$ cat src/hdl/fal_pkg.sv
package fal_pkg;

  localparam logic [1:0] REQ_ALLOC = 2'd0;
  localparam logic [1:0] REQ_READ  = 2'd1;
  localparam logic [1:0] REQ_FREE  = 2'd2;
  localparam logic [1:0] REQ_QUERY = 2'd3;

  localparam logic [1:0] STAT_OK        = 2'd0;
  localparam logic [1:0] STAT_EMPTY     = 2'd1;
  localparam logic [1:0] STAT_RANGE     = 2'd2;
  localparam logic [1:0] STAT_NOT_ALLOC = 2'd3;

  localparam int HandleWidth = 17;
  localparam int BaseWidth   = 16;
  localparam int WordWidth   = 32;

  typedef enum logic [1:0] {
    ST_IDLE = 2'b01,
    ST_EXEC = 2'b10
  } state_t;

  typedef struct packed {
    logic load;
    logic commit;
  } ctrl_cmd_t;

endpackage

$ cat src/hdl/fal_ctrl.sv
module fal_ctrl
  import fal_pkg::*;
(
  input  logic      clk,
  input  logic      rst,
  input  logic      in_valid,
  output logic      in_ready,
  output logic      out_valid,
  input  logic      out_ready,
  output ctrl_cmd_t cmd
);

  state_t state, state_next;
  logic   out_free;

  assign in_ready   = (state == ST_IDLE);
  assign out_free   = !out_valid || out_ready;
  assign cmd.load   = in_valid && in_ready;
  assign cmd.commit = (state == ST_EXEC) && out_free;

  always_comb begin
    state_next = state;
    unique case (state)
      ST_IDLE: begin
        if (cmd.load) state_next = ST_EXEC;
      end
      ST_EXEC: begin
        if (out_free) state_next = ST_IDLE;
      end
      default: state_next = ST_IDLE;
    endcase
  end

  always_ff @(posedge clk) begin
    if (rst) begin
      state     <= ST_IDLE;
      out_valid <= 1'b0;
    end else begin
      state <= state_next;
      if (cmd.commit) begin
        out_valid <= 1'b1;
      end else if (out_ready) begin
        out_valid <= 1'b0;
      end
    end
  end

endmodule

$ cat config.mk
export PLATFORM = sky130hd
export DESIGN_NAME = fal_ctrl
export DESIGN_NICKNAME = d
export VERILOG_FILES = /design/src/hdl/fal_pkg.sv /design/src/hdl/fal_ctrl.sv
export SDC_FILE = /design/constraint.sdc
export NUM_CORES = 1
export LEC_CHECK = 0
export ABC_AREA = 1
export BUFFER_PORTS_ARGS = -buffer_cell sky130_fd_sc_hd__buf_2
export CAP_MARGIN = 20
export CORE_AREA = 2 2 39 41
export CTS_BUF_LIST = sky130_fd_sc_hd__clkbuf_4 sky130_fd_sc_hd__clkbuf_8
export DETAILED_ROUTE_END_ITERATION = 10
export DIE_AREA = 0 0 41 43
export PLACE_DENSITY = 0.34
export SLEW_MARGIN = 0
export SYNTH_ARGS = -nofsm -noshare
export SYNTH_HDL_FRONTEND = slang
export SYNTH_SLANG_ARGS = --single-unit
$ cat constraint.sdc
create_clock -name clk -period 1.4 [get_ports clk]
set_input_delay 0.14 -clock clk [delete_from_list [all_inputs] [get_ports clk]]
set_output_delay 0.14 -clock clk [all_outputs]
set_load 0.02 [all_outputs]
# ---- Word-level counts from Yosys, hierarchy flattened
# Index checks and enable logic that the tools add are counted.
dict set report totals {
  ff_bits 3
  input_bits 4
  output_inout_bits 4
  elab_cells 17
}
dict set report classes {
  n_eq_ne 4
  mux 5
  n_reduce_logical 6
}
# operator n
set ops {}
lappend ops {{2-bit two-way mux} 2}
lappend ops {{2-bit one-hot mux with 2 select lines} 1}
lappend ops {{2-bit by 1-bit == test with 1-bit output, second input constant} 1}
lappend ops {{2-bit == test, second input constant} 1}
lappend ops {{1-bit logical AND} 2}
lappend ops {{1-bit two-way mux} 2}
lappend ops {{2-bit by 1-bit != test with 1-bit output, second input constant} 1}
lappend ops {{2-bit != test, second input constant} 1}
lappend ops {{2-bit AND reduction} 1}
lappend ops {{2-bit nonzero test} 1}
lappend ops {{1-bit zero test} 1}
lappend ops {{1-bit logical OR} 1}

# ---- Longest topological paths before layout
# Gate-level depths: netlist of the first run.
dict set report depth {
  depth_word 4
  depth_mapped 5
  ltp_nobuf 5
}

# ---- Least setup slack after synthesis of the first run
# OpenSTA, ideal clock, no wires.
dict set report synth_timing {
  kind {reg-to-output}
  startpoint {reg out_valid}
  endpoint {out cmd[0] (netlist name)}
  arrival_time_ns 0.965
  required_time_ns 1.260
  slack_ns 0.295
  path_stages_with_launch 4
  n_path_buf 0
  path_cell_list {dfxtp_1 > inv_1 > nor2_4 > nor3_1}
}
# element line
set synth_rtl {}
lappend synth_rtl {{start, declared} fal_ctrl.sv:8} ;# output logic out_valid,
lappend synth_rtl {{start signal, assigned} fal_ctrl.sv:37} ;# out_valid <= 1'b0;
lappend synth_rtl {{start signal, assigned} fal_ctrl.sv:41} ;# out_valid <= 1'b1;
lappend synth_rtl {{start signal, assigned} fal_ctrl.sv:43} ;# out_valid <= 1'b0;
lappend synth_rtl {{end, declared} fal_ctrl.sv:10} ;# output ctrl_cmd_t cmd

==> reports/results.ini, run 1 <==
[outcome]
status = complete, no violations

[yosys]
yosysTopAreaCellShare_pct = 41.4
ys_seq_area_share_pct = 41.4
synth_area_leaders = dfxtp_1, inv_1, nand2_1, nor2_4, nand3_2
synth_cell_types = 10
yosysWarnings = 0
synth-seq-cells = 3
syn_nets = 22
syn_inst = 18
yosys.area.top_type = dfxtp_1
synth.avg_cell_area_um2 = 8.06
synth_area_um2 = 145

[clock_network]
htree_levels = 1
cts_hold_buf = 0
clk_pin_slew_ns = 0.04
numCtsBuffers = 3
postCtsSetupRepairBufs = 0
cts_resized = 0
ctsRootBufferMaster = clkbuf_4
clockBufferDepth = 2
cts_tree = yes
cts.sinks = 3
clk-insertion-delay-late_ns = 0.23

[setup_path]
critPathCaptureType = primary output
worstPathMaxFanout = 3
required_ns = 1.26
cp.arrival_ns = 0.97
reg2reg_slack_ns = 0.63
startpoint_type = register
crit_type = reg2out

[timing]
rsz0062_at_grt = no
finalCriticalPeriod_ns = 1.11
tightest_slew_ns = 0.151
hold_viol_final = 0
max_freq_mhz = 900
fin_crit_sh_pct = 79.3
relSlewSlack_pct = 89.9
skew_ns = 0.000148
setup_viol = 0
timing.hold.ws_ns = 0.0785
slew_violations = 0
tns_ns = 0

[cells_and_area]
utilization_pct = 16.6
nNetsFinal = 34
syn_to_final_growth_pct = 58.6
layout_common_cells = buf_2, inv_1, clkbuf_4
final_layout_size_suffix_gt1_share_pct = 55.2
diodes = 0
layout_commonest_cell = buf_2

[floorplanning]
fp.dieW_um = 41
die-area_um2 = 1760
initial_core_util_pct = 10.5
row_count = 14
ios = 8
coreArea_um2 = 1380
die_height_um = 43

[place]
gp_congestion = 0.569
place_hpwl_um = 230
port-buffer-count = 7

[grt]
grt_pass1_vias = 153
antenna_found_initial = 0
grt_pass1_wl_um = 420
grt_usage_pct = 4.32
grt_max_degree = 5
overflow = 0

[detailed_routing]
ant_nets = 0
first_iter_violations = 0
totalWireLength_um = 268
drc = 0
vias = 137
wire_per_inst_um = 5.96
drtPass1Iterations = 1
via_per_inst = 3.04

[hold_path]
hold_class = in2reg

[pwr]
p_total_uw = 297
p_leak_uw = 0.000118
ir_drop_mv = 0.207
p_per_area_nw_per_um2 = 1290

[flow_run]
drv_cap = 0

-- cell usage after synthesis, drive strengths merged --
cell   number
a21oi       1
dfxtp       3
inv         5
nand2       4
nand3       1
nor2        2
nor3        1
o21a        1
-- cell families (layout without fill, tap and decap cells) --
family	after synthesis	after routing	share of synthesized area, %
simple gates	8	8	34.5
compound gates	2	2	11.2
flops	3	3	41.4
buf+inv	5	16	12.9
-- path summary, 6_finish.rpt --
kind              from        to  depth (start not counted)
max          out_valid    cmd[0]                          4
min                rst  state[1]                          2
max reg2reg   state[1]  state[0]                          5
min reg2reg   state[0]  state[1]                          2
-- registers in the layout (all words and copies together) (netlist names) --
signal and flops:
out_valid 1, state 2
-- through the flow --
stage	area, um^2	setup slack, ns	std cells
6_report	230	0.289	45
5_1_grt	230	0.200	45
4_1_cts	230	0.268	45
3_5_place_dp	200	0.522	41
3_3_place_gp	200	0.541	41
2_1_floorplan	145	0.295	18
-- report_power, final --
part | total (uW) | internal, uW | switching [uW]
Combinational | 35.8 | 13.4 | 22.4
Sequential | 92.9 | 90.1 | 2.72
Clock | 169 | 126 | 42.8
-- area by class of cell --
| type | instances | area (um^2) |
|---|---|---|
| Fill cell | 168 | 1150 |
| Multi-Input combinational cell | 10 | 66.3 |
| Sequential cell | 3 | 60.1 |
| Timing Repair Buffer | 7 | 35.0 |
| Clock buffer | 4 | 30.0 |
| Tap cell | 16 | 20.0 |
| Inverter | 5 | 18.8 |
-- critical path, cell delays in order (launching register included) --
cell	delay, ns
dfxtp_1	0.30
inv_1	0.08
nor2_4	0.04
nor3_1	0.13
buf_2	0.19
-- routing by layer --
metal / share of wire (%) / vias to the layer above / global-route usage, %
met1: 31 / 60 / 1.93
met5: 0 / - / 0
met2: 62 / 3 / 5.94
met3: 6.7 / 0 / 3.14
met4: 0 / 0 / 8.00
li1: - / 74 / -
No activity file was read; power rests on OpenSTA's default activity.
==> run 2, diff against run 1 <==
- clock period: 1.4 -> 1.2 ns (I/O delays scaled with it)
==> reports/results.ini, run 2 (same netlist as run 1, synthesis figures left out) <==
[outcome]
status = complete, no violations  ; unchanged

[setup_path]
cp.buffers_inverters = 3  ; was 2
reg2reg_from = state[1]  ; unchanged
cp_cell_sequence = inv_1, nand3_2, inv_1, buf_2  ; was inv_1, nor2_4, nor3_1, buf_2
crit_type = reg2out  ; unchanged
r2r-end = state[0]  ; unchanged
reg2reg_slack_ns = 0.43  ; was 0.63 ns
r2r_cells = 5  ; unchanged
startpoint_type = register  ; unchanged
slowest_stage = dfxtp_1  ; unchanged
worstPathMaxFanout = 4  ; was 3
required_ns = 1.08  ; was 1.26 ns
slowest_delay_ns = 0.29  ; was 0.30 ns
cp_common_cell = inv_1
crit_family = buffers and inverters  ; was flip-flops
cp.arrival_ns = 0.96  ; was 0.97 ns
critPathCaptureType = primary output  ; unchanged

[hold_path]
hold_class = in2reg  ; unchanged
whs_endpoint = state[1]  ; unchanged
hold_start = rst  ; unchanged
hold_depth = 2  ; unchanged

[floorplanning]
ios = 8  ; unchanged
die-area_um2 = 1760  ; unchanged
coreArea_um2 = 1380  ; unchanged
die_height_um = 43  ; unchanged
row_count = 14  ; unchanged
fp.dieW_um = 41  ; unchanged
initial_core_util_pct = 10.5  ; unchanged

[timing]
max_freq_mhz = 928
setup_viol = 0  ; unchanged
tightest_slew_ns = 0.163  ; was 0.151 ns
setup_slack_ns = 0.122  ; was 0.289 ns
rsz0062_at_grt = no  ; unchanged
relSlewSlack_pct = 89.1  ; was 89.9%
hold_viol_final = 0  ; unchanged
slew_violations = 0  ; unchanged
finalCriticalPeriod_ns = 1.08
skew_ns = 0.00126  ; was 0.000148 ns
tns_ns = 0  ; unchanged
fin_crit_sh_pct = 89.8

[clock_network]
clk_pin_slew_ns = 0.03  ; was 0.04 ns
ctsRootBufferMaster = clkbuf_4  ; unchanged
cts_resized = 0  ; unchanged
cts_tree = yes  ; unchanged
cts_hold_buf = 0  ; unchanged
cts.sinks = 3  ; unchanged
clk-insertion-delay-late_ns = 0.23  ; about the same
numCtsBuffers = 3  ; unchanged
postCtsSetupRepairBufs = 0  ; unchanged
clockBufferDepth = 2  ; unchanged
htree_levels = 1  ; unchanged

[grt]
grt_pass1_wl_um = 393  ; was 420 um
grt_max_degree = 5  ; unchanged
grt_pass1_vias = 142  ; was 153
overflow = 0  ; unchanged
grt_usage_pct = 4.11  ; was 4.32%
antenna_found_initial = 0  ; unchanged

[flow_run]
drv_cap = 0  ; unchanged

[detailed_routing]
via_per_inst = 3.04  ; unchanged
drtPass1Iterations = 1  ; unchanged
totalWireLength_um = 277  ; was 268 um
wire_per_inst_um = 6.16  ; was 5.96 um
first_iter_violations = 0  ; unchanged
vias = 137  ; unchanged
ant_nets = 0  ; unchanged
drc = 0  ; unchanged

[cells_and_area]
diodes = 0  ; unchanged
largest_register_ff_count = 2  ; unchanged
nNetsFinal = 34  ; unchanged
top_register = state  ; unchanged
final_layout_size_suffix_gt1_share_pct = 55.2  ; unchanged
syn_to_final_growth_pct = 58.6  ; unchanged
utilization_pct = 16.6  ; unchanged
largestRegisters = state x2, out_valid x1  ; unchanged
layout_common_cells = buf_2, inv_1, clkbuf_4  ; unchanged
layout_commonest_cell = buf_2  ; unchanged

[place]
gp_congestion = 0.574  ; was 0.569
port-buffer-count = 7  ; unchanged
dp_slack_ns = 0.352  ; was 0.522 ns
place_hpwl_um = 234  ; was 230 um

[pwr]
p_leak_uw = 0.000118  ; unchanged
ir_drop_mv = 0.307  ; was 0.207 mV
p_per_area_nw_per_um2 = 1500  ; was 1290 nW/um^2
p_total_uw = 345  ; was 297 uW

-- run 2: layer usage --
metal  share of wire, %  routed length (um)  GRT usage, %
met2                 64                 178          5.94
met5                  0                   0             0
met4                  0                   0          8.00
met1                 30                  83          1.28
met3                5.1                  14          3.14
-- run 2: worst max path at each step --
stage               depth (start not counted)      to      start  slack [ns]
floorplan                                   3  cmd[0]  out_valid        0.12
global placement                            4  cmd[1]   state[1]        0.36
detailed placement                          4  cmd[1]   state[1]        0.35
CTS                                         4  cmd[1]   state[1]        0.10
global route                                4  cmd[1]   state[1]        0.04
finish                                      4  cmd[1]   state[1]        0.12
-- run 2: stage by stage --
step | area (um^2) | hold WS (ns) | cells
global route | 230 | 0.0578 | 45
CTS | 230 | 0.0604 | 45
floorplan | 145 | 0.182 | 18
finish | 230 | 0.0677 | 45
global placement | 200 | 0.297 | 41
detailed placement | 200 | 0.303 | 41
-- run 2: cell type report --
| type | instances | area (um^2) |
|---|---|---|
| Sequential cell | 3 | 60.1 |
| Tap cell | 16 | 20.0 |
| Timing Repair Buffer | 7 | 35.0 |
| Clock buffer | 4 | 30.0 |
| Inverter | 5 | 18.8 |
| Multi-Input combinational cell | 10 | 66.3 |
| Fill cell | 157 | 1150 |
-- run 2: where the power goes --
group          leakage, uW  total [uW]  internal [uW]  switching [uW]
combinational    0.0000751        41.6           15.7            25.9
sequential       0.0000246         109            105            3.35
clock            0.0000184         195            147            48.0
-- run 2: worst reg2reg max path, stage by stage, from the launching register on --
cell and delay [ns]:
dfxtp_1 0.30, inv_1 0.08, nor2_2 0.12, nand2_2 0.08
nand2_1 0.05, nand2_1 0.04
==> run 3, diff against run 2 <==
- RECOVER_POWER: not set -> 50
==> reports/results.ini, run 3 (same netlist as run 1, synthesis figures left out) <==
[cells_and_area]
fillCellCount = 161  ; was 157
syn_to_final_growth_pct = 53.4  ; was 58.6%
diodes = 0  ; unchanged
final_layout_size_suffix_gt1_share_pct = 44.8  ; was 55.2%
layout_commonest_cell = buf_2  ; unchanged
layout_common_cells = buf_2, inv_1, clkbuf_4  ; unchanged
nNetsFinal = 34  ; unchanged
multiInputGateArea_um2 = 60.1  ; was 66.3 um^2
largest_register_ff_count = 2  ; unchanged
top_register = state  ; unchanged
seqCellArea_um2 = 60.1  ; unchanged
largestRegisters = state x2, out_valid x1  ; unchanged

[floorplanning]
row_count = 14  ; unchanged
ios = 8  ; unchanged
die_height_um = 43  ; unchanged
initial_core_util_pct = 10.5  ; unchanged
fp.dieW_um = 41  ; unchanged
coreArea_um2 = 1380  ; unchanged
die-area_um2 = 1760  ; unchanged

[grt]
overflow = 0  ; unchanged
grt_max_degree = 5  ; unchanged
antenna_found_initial = 0  ; unchanged
grt_pass1_wl_um = 393  ; unchanged
grt_usage_pct = 4.11  ; unchanged
grt_pass1_vias = 142  ; unchanged

[setup_path]
slowest_stage = dfxtp_1  ; unchanged
worstPathMaxFanout = 3  ; was 4
reg2reg_from = state[1]  ; unchanged
cp.arrival_ns = 0.95  ; was 0.96 ns
cp_cell_sequence = inv_1, nor2_4, nor3_1, buf_2  ; was inv_1, nand3_2, inv_1, buf_2
startpoint_type = register  ; unchanged
r2r_cells = 5  ; unchanged
critPathCaptureType = primary output  ; unchanged
slowest_delay_ns = 0.30  ; was 0.29 ns
crit_path_start = out_valid  ; was state[1]
required_ns = 1.08  ; about the same
crit_type = reg2out  ; unchanged

[clock_network]
numCtsBuffers = 3  ; unchanged
clockBufferDepth = 2  ; unchanged
cts.sinks = 3  ; unchanged
clk_pin_slew_ns = 0.04  ; was 0.03 ns
ctsRootBufferMaster = clkbuf_4  ; unchanged
htree_levels = 1  ; unchanged
cts_tree = yes  ; unchanged
clk-insertion-delay-late_ns = 0.23  ; about the same
cts_hold_buf = 0  ; unchanged
cts_resized = 0  ; unchanged
postCtsSetupRepairBufs = 0  ; unchanged

[timing]
tightest_slew_ns = 0.252  ; was 0.163 ns
setup_viol = 0  ; unchanged
setup_slack_ns = 0.126  ; was 0.122 ns
skew_ns = 0.00126  ; about the same
relSlewSlack_pct = 83.3  ; was 89.1%
timing.hold.ws_ns = 0.0626  ; was 0.0677 ns
hold_viol_final = 0  ; unchanged
finalCriticalPeriod_ns = 1.07  ; was 1.08 ns
slew_violations = 0  ; unchanged
rsz0062_at_grt = no  ; unchanged
tns_ns = 0  ; unchanged
max_freq_mhz = 931  ; was 928 MHz
fin_crit_sh_pct = 89.5  ; was 89.8%

[outcome]
status = complete, no violations  ; unchanged

[pwr]
ir_drop_mv = 0.307  ; about the same
p_leak_uw = 0.000114  ; was 0.000118 uW
p_per_area_nw_per_um2 = 1540  ; was 1500 nW/um^2

[hold_path]
hold_class = in2reg  ; unchanged
hold_depth = 2  ; unchanged
hold_start = rst  ; unchanged

[place]
port-buffer-count = 7  ; unchanged
gp_congestion = 0.574  ; unchanged
dp_slack_ns = 0.352  ; unchanged
place_hpwl_um = 234  ; unchanged

[detailed_routing]
vias = 136  ; was 137
totalWireLength_um = 270  ; was 277 um
drtPass1Iterations = 2  ; was 1
drc = 0  ; unchanged
via_per_inst = 3.02  ; was 3.04
first_iter_violations = 2  ; was 0
wire_per_inst_um = 6.00  ; was 6.16 um
ant_nets = 0  ; unchanged

[flow_run]
drv_cap = 0  ; unchanged

[run 3: changes by cell type in the layout (fill, tap and decap cells not counted), sizes merged]
cell,change
buf,-1
clkbuf,+1
[run 3: power breakdown]
part | switching [uW] | total (uW) | internal, uW | leakage, uW
registers | 2.99 | 108 | 105 | 0.0000246
clock network | 48.0 | 195 | 147 | 0.0000184
logic | 24.5 | 39.2 | 14.8 | 0.0000708
total | 75.5 | 342 | 267 | 0.000114
[run 3: final cells by class]
cell class	instances	share of cell area, %
multi-input cells	10	27.0
repair buffers	7	15.2
inverters	5	8.43
flip-flops and latches	3	27.0
clock buffers	4	13.5
well taps	16	8.99
[run 3: worst paths after layout]
kind / endpoint / slack [ns]
max: cmd[0] / 0.13
min: state[1] / 0.06
max reg2reg: state[0] / 0.41
min reg2reg: state[1] / 0.53
[run 3: critical path, delay by kind of cell (launching register included)]
kind                   cells  cell delay (ns)
buffers and inverters      2             0.27
flip-flops                 1             0.30
AND/OR/NAND/NOR            2             0.15
[run 3: stage by stage]
step	cells	cell area (um^2)	util, %	power (uW)
floorplan	18	145	-	136
global placement	41	200	14.5	152
detailed placement	41	200	14.5	152
CTS	45	230	16.6	355
global route	45	223	16.1	367
finish	45	223	16.1	342
[run 3: routing by layer]
layer / vias to the layer above / GRT usage [%] / share of wire, % / wire [um]
met3: 0 / 3.14 / 5.2 / 14
met2: 3 / 5.94 / 66 / 178
met5: - / 0 / 0 / 0
met4: 0 / 8.00 / 0 / 0
li1: 75 / - / - / -
met1: 58 / 1.28 / 29 / 78
